===== src/rtl/mfd_pkg.sv =====
// Shared types and constants for the motor feedback decoder.
// No dependencies; every other file in rtl/ refers to this package by scoped names.

package mfd_pkg;

    // Configuration port geometry.
    localparam int CFG_INDEX_W = 1;
    localparam int CFG_DATA_W  = 16;

    // Register indexes on the configuration port.
    localparam logic [CFG_INDEX_W-1:0] REG_CURRENT_SMOOTH = 1'b0;
    localparam logic [CFG_INDEX_W-1:0] REG_SPEED_SMOOTH   = 1'b1;

    // Filter weights are unsigned 16-bit numbers.
    localparam int                COEF_W       = 16;
    localparam logic [COEF_W-1:0] SMOOTH_RESET = 16'h8000;

    // Filter state widths.
    localparam int CURRENT_W = 16;
    localparam int SPEED_W   = 24;
    localparam int SAMPLE_W  = 16;

    // Encoder and turn counter.
    localparam int ENC_W  = 16;
    localparam int TURN_W = 32;
    localparam int POS_W  = TURN_W + ENC_W;

    // Half a revolution in encoder counts, as a signed jump limit.
    localparam logic signed [ENC_W:0] ENC_HALF_POS = 17'sd32768;
    localparam logic signed [ENC_W:0] ENC_HALF_NEG = -17'sd32768;

    // One feedback frame as it sits in the input register.
    typedef struct packed {
        logic [7:0]          temperature;
        logic [SAMPLE_W-1:0] current;
        logic [SAMPLE_W-1:0] speed;
        logic [ENC_W-1:0]    encoder;
    } frame_t;

endpackage


===== src/rtl/mfd_turns.sv =====
// Multi-turn tracker: last encoder reading and a wrapping signed turn counter.
// Depends on mfd_pkg for widths and the half-turn jump limits.

module mfd_turns (
    input  logic                                aclk,
    input  logic                                aresetn,
    input  logic                                update_en,
    input  logic [mfd_pkg::ENC_W-1:0]           encoder,
    output logic [mfd_pkg::ENC_W-1:0]           last_encoder,
    output logic signed [mfd_pkg::TURN_W-1:0]   turns
);

    localparam logic [mfd_pkg::TURN_W-1:0] TURN_STEP = {{(mfd_pkg::TURN_W-1){1'b0}}, 1'b1};

    logic [mfd_pkg::ENC_W-1:0]          last_encoder_reg;
    logic [mfd_pkg::TURN_W-1:0]         turns_reg;
    logic [mfd_pkg::TURN_W-1:0]         turns_next;
    logic signed [mfd_pkg::ENC_W:0]     delta;

    assign delta = $signed({1'b0, encoder}) - $signed({1'b0, last_encoder_reg});

    // A jump of more than half a turn means the encoder wrapped; exactly half does nothing.
    always_comb begin
        if (delta > mfd_pkg::ENC_HALF_POS) begin
            turns_next = turns_reg - TURN_STEP;
        end else if (delta < mfd_pkg::ENC_HALF_NEG) begin
            turns_next = turns_reg + TURN_STEP;
        end else begin
            turns_next = turns_reg;
        end
    end

    always_ff @(posedge aclk) begin
        if (!aresetn) begin
            last_encoder_reg <= '0;
            turns_reg        <= '0;
        end else if (update_en) begin
            last_encoder_reg <= encoder;
            turns_reg        <= turns_next;
        end
    end

    assign last_encoder = last_encoder_reg;
    assign turns        = $signed(turns_reg);

endmodule


===== config.mk =====
export PLATFORM = sky130hd
export DESIGN_NAME = mfd_turns
export DESIGN_NICKNAME = d
export VERILOG_FILES = /design/src/rtl/mfd_pkg.sv /design/src/rtl/mfd_turns.sv
export SDC_FILE = /design/constraint.sdc
export NUM_CORES = 1
export LEC_CHECK = 0
export ABC_AREA = 1
export BUFFER_PORTS_ARGS = -buffer_cell sky130_fd_sc_hd__buf_2
export CAP_MARGIN = 20
export CORE_ASPECT_RATIO = 0.7
export CORE_MARGIN = 2
export CORE_UTILIZATION = 30
export CTS_BUF_LIST = sky130_fd_sc_hd__clkbuf_4 sky130_fd_sc_hd__clkbuf_8 sky130_fd_sc_hd__clkbuf_16
export DETAILED_ROUTE_END_ITERATION = 8
export GPL_ROUTABILITY_DRIVEN = 1
export HOLD_SLACK_MARGIN = 0.02
export PLACE_DENSITY = 0.5
export SETUP_SLACK_MARGIN = 0.4
export SYNTH_ARGS = -nofsm -noshare
export SYNTH_HDL_FRONTEND = slang
export SYNTH_SLANG_ARGS = --single-unit

===== constraint.sdc =====
create_clock -name aclk -period 4.9 [get_ports aclk]
set_clock_uncertainty 0.2 [all_clocks]
set_input_delay 0.735 -clock aclk [delete_from_list [all_inputs] [get_ports aclk]]
set_output_delay 0.735 -clock aclk [all_outputs]
set_load 0.05 [all_outputs]

==> key figures <==
Clocking
  – Clk Latency, worst-skew pair: 0.30 ns
  – CTS tree: built
  – Clock sink total: 48
  – Hold_buf cts: 0
  – Clock Path Buffers: 2
  – Number of H-tree levels: 2
  – Clock-pin slew on the worst setup and hold paths: 0.08 ns
  – Root Driver: clkbuf_16
  – CTS buffer count: 5

Drt
  – Drt wl/cell: 14.27 µm
  – DRC viols: 0
  – 1st-iter DRT viols: 254
  – Via-to-Cell Ratio: 4.822
  – Routed WL: 13810 µm
  – Via count: 4668
  – Pre-antenna DRT Iters: 4
  – Routed Antenna Nets: 0

Logic synthesis
  – Synthesized area per cell: 6.478 µm²
  – Netlist Area Pre-Place: 4424 µm²
  – Mapped Cells: 683
  – Post-synth top area cell: dfxtp_1
  – Syn Nets: 750
  – Share of the synthesized area in the top cell type: 21.72%
  – Seq/Total Area, Yosys: 21.72%
  – #FFs+latches synth: 48
  – Yosys warnings: 0
  – Unique masters post-synth: 37
  – Synth area leaders: dfxtp_1, ha_1, nand2_1

Die
  – Die width: 149.1 µm
  – Die area: 15750 µm²
  – Die Span Y: 105.6 µm
  – Row Count: 37
  – Core area: 14540 µm²
  – Ports: 67
  – Starting Density: 30.44%

Final layout
  – Reg area: 960.9 µm²
  – Layout Nets: 839
  – Max FFs per register: 32
  – Area Overhead vs Synth: 33.37%
  – Commonest non-fill, non-tap cell in the layout: nand2_1
  – Multi-input gate area: 3603 µm²
  – Diodes inserted: 0
  – # fillers: 1533
  – Layout cells sized above 1: 29.37%
  – Commonest cells after routing, fill and taps aside: nand2_1, nor2_1, inv_1

Global routing
  – GR Overflow Total: 0
  – Pin count of the biggest net entering global routing: 46
  – GRT Util Overall: 16.51%
  – Initial antenna violation count: 0
  – Vias in the first global route: 4177
  – First-pass GRT wire length: 20910 µm

STA
  – Minimum clock period: 4.256 ns
  – Achievable Freq: 235.0 MHz
  – Final Hold Viols: 0
  – Worst slew pin tran: 0.8666 ns
  – Part of the cycle the worst path needs: 86.85%
  – Slew Viols, Final: 0
  – RSZ-0062 raised after global routing: yes
  – Slew margin rel.: 42.16%
  – Final setup TNS: 0 ns
  – Setup violators final: 0
  – Setup ws final: 0.6445 ns

Placed design
  – RD Place Congestion: 0.8955
  – IO Port Bufs: 66
  – Placement Setup Slack: 0.1281 ns
  – Post-DP HPWL: 10290 µm

Power and ir drop
  – VDD IR-drop max: 0.0001473 V
  – Leakage: 2.777 nW
  – Pwr Total: 2.230 mW
  – P per Cell Area: 377.9 nW/µm²

Setup path
  – Worst stage delay on the critical path: 0.37 ns
  – Crit path buffers/inverters: 4
  – Worst path slowest cell: ha_1
  – Worst setup SP type: primary input
  – Cell depth of the worst setup path: 21
  – Crit-path cells: buf_2, ha_1, a21oi_1, o21ai_0, a21oi_1, nand3_1, nand2_1, nand3_2, o21bai_4, inv_4, clkbuf_16, ha_4, nand2_1, nor4_2, buf_4, nand4_1, nand3_4, a31oi_2, xor2_1, nor2_1, nor2_1
  – Delay-heaviest family, CP: simple AND/OR/NAND/NOR gates
  – Worst r2r path cells: 21
  – Critical path fanouts, max: 6
  – Crit path DAT: 4.26 ns
  – Required time worst endpoint: 4.90 ns
  – Setup CP Type: primary input to flop
  – Crit end category: flop

Hold path
  – Hold depth: 2
  – Hold WC Path Type: flop to flop

Status
  – Outcome: completed

Run
  – Max Cap Viol: 0
## logic make-up after synthesis
family | Yosys count | synth area share (%)
compound gates | 164 | 20.45
xor+xnor | 29 | 5.741
fa+ha+maj | 48 | 13.91
buf+inv | 96 | 8.908
flops | 48 | 21.72
simple gates | 298 | 29.27
## worst register-to-register path: stages, from the launching register on
cell and delay (ns):
dfxtp_1 0.34, inv_1 0.06, ha_1 0.35, a21oi_1 0.26, o21ai_0 0.18, a21oi_1 0.20
nand3_1 0.09, nand2_1 0.16, nand3_2 0.11, o21bai_4 0.18, inv_4 0.08, clkbuf_16 0.18
ha_4 0.30, nand2_1 0.10, nor4_2 0.32, buf_4 0.16, nand4_1 0.13, nand3_4 0.16
a31oi_2 0.11, xor2_1 0.16, nor2_1 0.10, nor2_1 0.06
## metal layers
layer,track usage [%],wire length [µm],vias up
li1,-,-,2433
met1,26.68,7681,2139
met2,21.76,5400,88
met3,3.377,620,8
met4,3.469,111,0
met5,0,0,-
## timing repair
| action | in CTS | in global routing |
|---|---|---|
| endpoints found under the setup margin | 0 | 23 |
| resized for setup | 0 | 122 |
| hold endpoints to repair | 0 | 0 |
| buffers inserted | 0 | 10 |
## final cells by class
class,instances,area share (%)
Clock buffer,5,2.120
Timing Repair Buffer,96,10.41
Sequential cell,48,16.28
Inverter,82,5.259
Multi-Input combinational cell,539,61.07
Clock inverter,3,0.7209
Tap cell,195,4.135
## worst paths after layout
check | from | to | slack, ns
worst max-delay path | encoder[6] | turns[28] | 0.64
worst min-delay path | last_encoder[3] | last_encoder[3] | 0.28
worst max register to register | last_encoder[6] | turns[28] | 0.81
worst min register to register | last_encoder[3] | last_encoder[3] | 0.28
## synth_stat cells
master	n
nand2_1	130
nor2_1	96
inv_1	80
a21oi_1	72
o21ai_0	54
dfxtp_1	48
ha_1	46
nand3_1	29
xor2_1	16
nand2_2	13
xnor2_1	13
o21ai_1	12
a21o_1	8
clkbuf_1	8
nand4_1	7
nor2_2	7
nand3_2	6
a31oi_1	5
buf_4	3
buf_6	3
nor3_1	3
a21boi_0	2
a21oi_2	2
fa_1	2
inv_2	2
nand3b_1	2
nor4_1	2
o211ai_1	2
o21bai_1	2
a21o_2	1
a21oi_4	1
and2_1	1
nand2_4	1
nand4_2	1
o21a_1	1
o21bai_4	1
o221ai_1	1
## through the flow
step | hold WS (ns) | util [%] | area [µm²] | cells
finish | 0.2824 | 40.59 | 5901 | 968
global route | 0.2980 | 40.59 | 5901 | 968
CTS | 0.2786 | 35.91 | 5220 | 955
detailed placement | 0.2689 | 34.76 | 5052 | 947
global placement | 0.2654 | 34.76 | 5052 | 947
floorplan | 0.4966 | - | 4424 | 683
## where the power goes
part	total, mW	switching [mW]	leakage (nW)	internal, mW
clock	0.412	0.171	0.0798	0.241
combinational	1.32	0.826	2.30	0.491
sequential	0.502	0.0586	0.396	0.443
No activity file was read; power rests on OpenSTA's default activity.
